File: src/rtl/i2cm_pkg.sv
package i2cm_pkg;

  typedef enum logic [3:0] {
    PH_IDLE    = 4'd0,
    PH_ST_A    = 4'd1,
    PH_ST_B    = 4'd2,
    PH_SP_A    = 4'd3,
    PH_SP_B    = 4'd4,
    PH_SP_C    = 4'd5,
    PH_WR_LOW  = 4'd6,
    PH_WR_DATA = 4'd7,
    PH_WR_HIGH = 4'd8,
    PH_WA_REL  = 4'd9,
    PH_WA_HIGH = 4'd10,
    PH_RD_HIGH = 4'd11,
    PH_RD_LOW  = 4'd12,
    PH_RA_SET  = 4'd13,
    PH_RA_HIGH = 4'd14
  } phase_e;

  localparam logic [2:0] OP_NONE  = 3'd0;
  localparam logic [2:0] OP_START = 3'd1;
  localparam logic [2:0] OP_STOP  = 3'd2;
  localparam logic [2:0] OP_WRITE = 3'd3;
  localparam logic [2:0] OP_READ  = 3'd4;

  localparam logic [3:0] BYTE_BITS        = 4'd8;
  localparam logic [7:0] PHASE_TICKS_RST  = 8'd6;
  localparam int         IN_DATA_W        = 16;
  localparam int         OUT_DATA_W       = 16;

  typedef struct packed {
    logic       sda_in;
    logic       ack_level;
    logic [7:0] tx_byte;
    logic [2:0] op;
  } req_t;

  typedef struct packed {
    logic       dropped;
    logic       ack_seen;
    logic [7:0] rx_byte;
    logic       done_res;
    logic       busy_res;
    logic       sda_drive;
    logic       scl;
  } res_t;

endpackage

File: src/rtl/i2cm_seq.sv
module i2cm_seq
  import i2cm_pkg::*;
(
  input  logic       clk_i,
  input  logic       rst_ni,
  input  logic       advance_i,
  input  req_t       req_i,
  input  logic [7:0] phase_ticks_i,
  output res_t       res_o
);

  phase_e     phase_q, phase_d;
  logic [3:0] bit_cnt_q, bit_cnt_d;
  logic [7:0] tick_cnt_q, tick_cnt_d;
  logic [7:0] shift_out_q, shift_out_d;
  logic [7:0] shift_in_q, shift_in_d;
  logic       ack_send_q, ack_send_d;
  logic       scl_q, scl_d;
  logic       sda_q, sda_d;
  logic       ack_smp_q, ack_smp_d;
  logic       done;
  logic [7:0] limit;
  logic [7:0] tick_inc;
  logic [3:0] bit_inc;

  assign limit    = (phase_ticks_i == 8'd0) ? 8'd1 : phase_ticks_i;
  assign tick_inc = tick_cnt_q + 8'd1;
  assign bit_inc  = bit_cnt_q + 4'd1;

  always_comb begin
    phase_d     = phase_q;
    bit_cnt_d   = bit_cnt_q;
    tick_cnt_d  = tick_cnt_q;
    shift_out_d = shift_out_q;
    shift_in_d  = shift_in_q;
    ack_send_d  = ack_send_q;
    scl_d       = scl_q;
    sda_d       = sda_q;
    ack_smp_d   = ack_smp_q;
    done        = 1'b0;
    if (phase_q == PH_IDLE) begin
      tick_cnt_d = 8'd0;
      case (req_i.op)
        OP_START: begin
          sda_d = 1'b1; scl_d = 1'b1; phase_d = PH_ST_A;
        end
        OP_STOP: begin
          scl_d = 1'b0; sda_d = 1'b0; phase_d = PH_SP_A;
        end
        OP_WRITE: begin
          scl_d = 1'b0; shift_out_d = req_i.tx_byte; bit_cnt_d = 4'd0;
          phase_d = PH_WR_LOW;
        end
        OP_READ: begin
          sda_d = 1'b1; scl_d = 1'b1; bit_cnt_d = 4'd0;
          ack_send_d = req_i.ack_level; phase_d = PH_RD_HIGH;
        end
        default: ;
      endcase
    end else if (tick_inc < limit) begin
      tick_cnt_d = tick_inc;
    end else begin
      tick_cnt_d = 8'd0;
      case (phase_q)
        PH_ST_A: begin sda_d = 1'b0; phase_d = PH_ST_B; end
        PH_ST_B: begin scl_d = 1'b0; phase_d = PH_IDLE; done = 1'b1; end
        PH_SP_A: begin scl_d = 1'b1; phase_d = PH_SP_B; end
        PH_SP_B: begin sda_d = 1'b1; phase_d = PH_SP_C; end
        PH_SP_C: begin phase_d = PH_IDLE; done = 1'b1; end
        PH_WR_LOW: begin sda_d = shift_out_q[7]; phase_d = PH_WR_DATA; end
        PH_WR_DATA: begin scl_d = 1'b1; phase_d = PH_WR_HIGH; end
        PH_WR_HIGH: begin
          shift_out_d = {shift_out_q[6:0], 1'b0};
          bit_cnt_d   = bit_inc;
          scl_d       = 1'b0;
          if (bit_inc >= BYTE_BITS) begin
            sda_d = 1'b1; phase_d = PH_WA_REL;
          end else begin
            phase_d = PH_WR_LOW;
          end
        end
        PH_WA_REL: begin scl_d = 1'b1; phase_d = PH_WA_HIGH; end
        PH_WA_HIGH: begin
          ack_smp_d = req_i.sda_in; scl_d = 1'b0; phase_d = PH_IDLE; done = 1'b1;
        end
        PH_RD_HIGH: begin
          shift_in_d = {shift_in_q[6:0], req_i.sda_in};
          bit_cnt_d  = bit_inc;
          scl_d      = 1'b0;
          phase_d    = PH_RD_LOW;
        end
        PH_RD_LOW: begin
          if (bit_cnt_q >= BYTE_BITS) begin
            sda_d = ack_send_q; phase_d = PH_RA_SET;
          end else begin
            scl_d = 1'b1; phase_d = PH_RD_HIGH;
          end
        end
        PH_RA_SET: begin scl_d = 1'b1; phase_d = PH_RA_HIGH; end
        PH_RA_HIGH: begin
          scl_d = 1'b0; sda_d = 1'b1; phase_d = PH_IDLE; done = 1'b1;
        end
        default: phase_d = PH_IDLE;
      endcase
    end
  end

  always_comb begin
    res_o.scl       = scl_d;
    res_o.sda_drive = sda_d;
    res_o.busy_res  = (phase_d != PH_IDLE);
    res_o.done_res  = done;
    res_o.rx_byte   = shift_in_d;
    res_o.ack_seen  = ack_smp_d;
    res_o.dropped   = (phase_q != PH_IDLE) && (req_i.op != OP_NONE);
  end

  always_ff @(posedge clk_i or negedge rst_ni) begin
    if (!rst_ni) begin
      phase_q     <= PH_IDLE;
      bit_cnt_q   <= 4'd0;
      tick_cnt_q  <= 8'd0;
      shift_out_q <= 8'd0;
      shift_in_q  <= 8'd0;
      ack_send_q  <= 1'b1;
      scl_q       <= 1'b1;
      sda_q       <= 1'b1;
      ack_smp_q   <= 1'b1;
    end else if (advance_i) begin
      phase_q     <= phase_d;
      bit_cnt_q   <= bit_cnt_d;
      tick_cnt_q  <= tick_cnt_d;
      shift_out_q <= shift_out_d;
      shift_in_q  <= shift_in_d;
      ack_send_q  <= ack_send_d;
      scl_q       <= scl_d;
      sda_q       <= sda_d;
      ack_smp_q   <= ack_smp_d;
    end
  end

endmodule

File: src/rtl/i2c_master_bit_engine.sv
// An accepted tick's result is registered into out_q, or into skid_q while out_q is held.
// Throughput: a tick per clock if the skid is empty; line state updates once per tick.
// A two-entry output register (main plus skid) keeps s_axis_tready high while one waits.
// Reset (rst_ni low, asynchronous): idle, both lines released, phase_ticks back to 6,
// output queue empty.
module i2c_master_bit_engine
  import i2cm_pkg::*;
(
  input  logic                  clk_i,
  input  logic                  rst_ni,
  input  logic                  s_axis_tvalid,
  output logic                  s_axis_tready,
  // [2:0] op, [10:3] tx_byte, [11] ack_level, [12] sda_in, [15:13] zero
  input  logic [IN_DATA_W-1:0]  s_axis_tdata,
  output logic                  m_axis_tvalid,
  input  logic                  m_axis_tready,
  // [0] scl, [1] sda_drive, [2] busy_res, [3] done_res, [11:4] rx_byte,
  // [12] ack_seen, [13] dropped, [15:14] zero
  output logic [OUT_DATA_W-1:0] m_axis_tdata,
  input  logic                  cfg_valid_i,
  output logic                  cfg_ready_o,
  input  logic [7:0]            cfg_data_i
);

  logic [7:0] phase_ticks_q;
  req_t       req;
  res_t       res;
  logic       accept;
  logic       pop;
  res_t       out_q, skid_q;
  logic       out_vld_q, skid_vld_q;

  assign req           = req_t'(s_axis_tdata[$bits(req_t)-1:0]);
  assign s_axis_tready = !skid_vld_q;
  assign accept        = s_axis_tvalid && s_axis_tready;
  assign pop           = out_vld_q && m_axis_tready;
  assign cfg_ready_o   = 1'b1;

  always_ff @(posedge clk_i or negedge rst_ni) begin
    if (!rst_ni) begin
      phase_ticks_q <= PHASE_TICKS_RST;
    end else if (cfg_valid_i) begin
      phase_ticks_q <= cfg_data_i;
    end
  end

  i2cm_seq u_seq (
    .clk_i         (clk_i),
    .rst_ni        (rst_ni),
    .advance_i     (accept),
    .req_i         (req),
    .phase_ticks_i (phase_ticks_q),
    .res_o         (res)
  );

  always_ff @(posedge clk_i or negedge rst_ni) begin
    if (!rst_ni) begin
      out_vld_q  <= 1'b0;
      skid_vld_q <= 1'b0;
    end else if (skid_vld_q) begin
      if (pop) begin
        skid_vld_q <= 1'b0;
      end
    end else if (accept) begin
      if (out_vld_q && !pop) begin
        skid_vld_q <= 1'b1;
      end else begin
        out_vld_q <= 1'b1;
      end
    end else if (pop) begin
      out_vld_q <= 1'b0;
    end
  end

  always_ff @(posedge clk_i) begin
    if (skid_vld_q) begin
      if (pop) begin
        out_q <= skid_q;
      end
    end else if (accept) begin
      if (out_vld_q && !pop) begin
        skid_q <= res;
      end else begin
        out_q <= res;
      end
    end
  end

  assign m_axis_tvalid = out_vld_q;
  assign m_axis_tdata  = {{(OUT_DATA_W - $bits(res_t)){1'b0}}, out_q};

endmodule

File: config.mk
export PLATFORM = sky130hd
export DESIGN_NAME = i2c_master_bit_engine
export DESIGN_NICKNAME = d
export VERILOG_FILES = /design/src/rtl/i2cm_pkg.sv /design/src/rtl/i2cm_seq.sv /design/src/rtl/i2c_master_bit_engine.sv
export SDC_FILE = /design/constraint.sdc
export NUM_CORES = 1
export LEC_CHECK = 0
export ABC_AREA = 1
export BUFFER_PORTS_ARGS = -buffer_cell sky130_fd_sc_hd__clkbuf_2
export CORE_MARGIN = 2
export CORE_UTILIZATION = 45
export CTS_CLUSTER_DIAMETER = 200
export CTS_CLUSTER_SIZE = 25
export DETAILED_ROUTE_END_ITERATION = 16
export SYNTH_ARGS = -nofsm -noshare
export SYNTH_HDL_FRONTEND = slang
export SYNTH_SLANG_ARGS = --single-unit
export TNS_END_PERCENT = 10
File: constraint.sdc
create_clock -name clk_i -period 8.8 [get_ports clk_i]
set_clock_uncertainty 0.05 [all_clocks]
set_input_delay 0.44 -clock clk_i [delete_from_list [all_inputs] [get_ports clk_i]]
set_output_delay 0.44 -clock clk_i [all_outputs]
set_load 0.01 [all_outputs]
==> metrics.cfg <==
[synth]
avgSynthCellArea_um2 = 8.39
synth-seq-cells = 74
synth_mux_area_share_pct = 0
synthFlopType = dfrtp_1
synthXorXnorAreaFrac_pct = 1.32
synth_edf_count = 28
yosys_warnings = 0
synthAdderAreaFrac_pct = 3.13
syn_area_mm2 = 0.00400
syn_inst = 476
synth-seq-area-share_pct = 50.0
ys_types = 41
synth_compound_area_share_pct = 13.7
synth_top_family_by_area = simple AND/OR/NAND/NOR gates
synthSimpleGateAreaFrac_pct = 22.1
ys_async_sr_fraction_pct = 62.2

[power]
total_leakage_power_nw = 2.17
combPwrFrac_pct = 4.3
power_density_mw_per_mm2 = 145
p_int_mw = 0.491
total_power_mw = 0.645
p_seq_share_pct = 55.9
ir_drop_mv = 0.0782
power_frac_clock_pct = 39.8
p_sw_share_pct = 23.9
p_sw_mw = 0.155

[routing]
drt_iter0_drc = 138
detail_route.vias_per_cell = 4.91
vias = 3088
drc = 0
wirelength_um = 7670
drtPass1Iterations = 4
ant_nets = 0
wire_per_inst_um = 12.2

[worst_setup_path]
cpPeakStageDelay_ns = 0.51
critPathTopFamily = simple AND/OR/NAND/NOR gates
cp.required_ns = 9.01
critPathMaxFanout = 16
cp_common_cell = inv_1
worstPathArrival_ns = 3.39
crit_chain = inv_1 -> nor3_1 -> inv_1 -> nor2_1 -> inv_1 -> nor3_1 -> xor2_1 -> inv_1 -> ha_1 -> nand2_1 -> nor2_1 -> a211oi_4 -> nand2_4 -> nand2_1 -> a21oi_2 -> nand3_1 -> o21ai_0
critPathLaunchType = flip-flop
crit_slowest_cell = a21oi_2
cp.buffers_inverters = 4
path_class = flip-flop to flip-flop
end_kind = flip-flop

[worst_hold_path]
holdCritPathClass = primary input to async pin

[sta]
setup_tns_ns = 0
setup_viol = 0
worstMarginPinSlew_ns = 1.17
slew_violations = 0
setup_slack_ns = 5.61
slew_headroom_pct = 21.8
period_needed_ns = 3.19
fmax_mhz = 314
hold_violations = 0
fin_crit_sh_pct = 36.2
rsz0062_at_grt = false
holdWs_ns = 0.125

[clock_tree]
numCtsBuffers = 9
h-tree-depth = 3
cts_tree = yes
worstSkewPairLatency_ns = 0.35
clkSinkCount = 74
clock-root-buffer = clkbuf_8
clk_pin_slew_ns = 0.09
postCtsSetupBuffers = 0
cts.path.max_buffers = 2
ctsHoldBuffers = 0
cts_resized = 0

[place]
place_ws_ns = 5.64
routabilityCongestion = 0.932
numPortBuffers = 41
detailed_place.area_mm2 = 0.00427
dpl.hpwl_um = 5500

[layout]
final_area_mm2 = 0.00446
diodes = 0
layout_common_cells = nand2_1 (125), inv_1 (69), o21ai_0 (51)
nNetsFinal = 555
final_layout_size_suffix_gt1_share_pct = 18.8
final_common_cell = nand2_1
n_fill_cell = 843
area_growth_pct = 11.7

[global_routing]
grt_pass1_vias = 2974
grt_max_degree = 47
track_usage_pct = 17.5
antenna_found_initial = 0
overflow = 0
grt_pass1_wl_um = 13800

[outcome]
status = completed

[die]
die_w_um = 98.2
ioPinCount = 48
die_area_mm2 = 0.00965
core.rowCount = 34
initial_core_util_pct = 46.0
die_h_um = 98.2
placeableCoreArea_mm2 = 0.00868

[job]
maxCapViolations = 0

==> sequential cells by signal (all words and copies together) (netlist names) <==
name,count
m_axis_tvalid,1
u_seq.sda_q,1
u_seq.tick_cnt_q,8
u_seq.scl_q,1
u_seq.phase_q,4
skid_q,14
skid_vld_q,1
u_seq.shift_in_q,8
u_seq.bit_cnt_q,4
u_seq.shift_out_q,8
u_seq.ack_smp_q,1
m_axis_tdata,14
u_seq.ack_send_q,1
phase_ticks_q,8
==> power groups by stage <==
| stage | clock network, mW | logic, mW | registers, mW |
|---|---|---|---|
| 2_1_floorplan | 0 | 0.0158 | 0.368 |
| 3_3_place_gp | 0 | 0.0276 | 0.368 |
| 3_5_place_dp | 0 | 0.0284 | 0.368 |
| 4_1_cts | 0.265 | 0.0286 | 0.361 |
| 5_1_grt | 0.282 | 0.0329 | 0.362 |
| 6_report | 0.257 | 0.0277 | 0.361 |
==> cell usage after synthesis, types with 3 or more instances <==
cell      count  area [µm²]
nand3_1      30         150
nand2_2       3        18.8
o21ai_1       9        45.0
o21ai_0      51         255
ha_1         10         125
inv_1        69         259
dfstp_2       6         158
nor3_1        3        15.0
a21oi_1      10        50.1
xor2_1        5        43.8
nor2_1       23        86.3
buf_4         4        30.0
clkbuf_1      6        22.5
nor2_4        3        33.8
buf_2         3        15.0
inv_2         5        18.8
dfrtp_1      40        1000
nand2_4       3        33.8
edfxtp_1     28         841
o211ai_1      5        37.5
o21ai_2       9        78.8
nand2_1     125         469
==> area by class of cell <==
type / instances / area [µm²] / share of cell area [%]
multi-input combinational: 312 / 1620 / 36.3
inverter: 74 / 278 / 6.22
sequential: 74 / 2000 / 44.8
tap: 108 / 135 / 3.03
timing repair buffer: 45 / 235 / 5.27
clock inverter: 6 / 47.5 / 1.07
clock buffer: 10 / 149 / 3.34
==> metrics by stage <==
| stage | std cells | util, % |
|---|---|---|
| floorplan | 477 | - |
| global placement | 613 | 49.2 |
| detailed placement | 613 | 49.2 |
| CTS | 629 | 51.4 |
| global route | 629 | 51.4 |
| finish | 629 | 51.4 |
==> final timing paths <==
path / startpoint / to / slack (ns) / cells past startpoint
setup reg to reg: u_seq.tick_cnt_q[2] / u_seq.shift_out_q[0] / 5.61 / 17
min in group clk_i: cfg_data_i[1] / phase_ticks_q[1] / 0.25 / 3
setup / recovery: u_seq.tick_cnt_q[2] / u_seq.shift_out_q[0] / 5.61 / 17
hold / removal: rst_ni / u_seq.bit_cnt_q[0] / 0.13 / 2
max in group asynchronous: rst_ni / u_seq.phase_q[2] / 8.14 / 2
hold reg to reg: u_seq.ack_send_q / u_seq.ack_send_q / 0.45 / 2
==> kinds of logic after synthesis <==
family | after synthesis
AO/OA/AOI/OAI | 92
XOR/XNOR | 6
adder cells (fa/ha/maj) | 10
buffers and inverters | 91
flip-flops | 74
other | 2
AND/OR/NAND/NOR | 201
==> layer usage <==
metal	global-route usage, %	share of wire (%)
met3	3.22	4.2
met4	6.95	1.2
met2	27.4	46
met1	24.3	48
met5	0	0
Note: power is estimated with default switching activity, not from simulation.
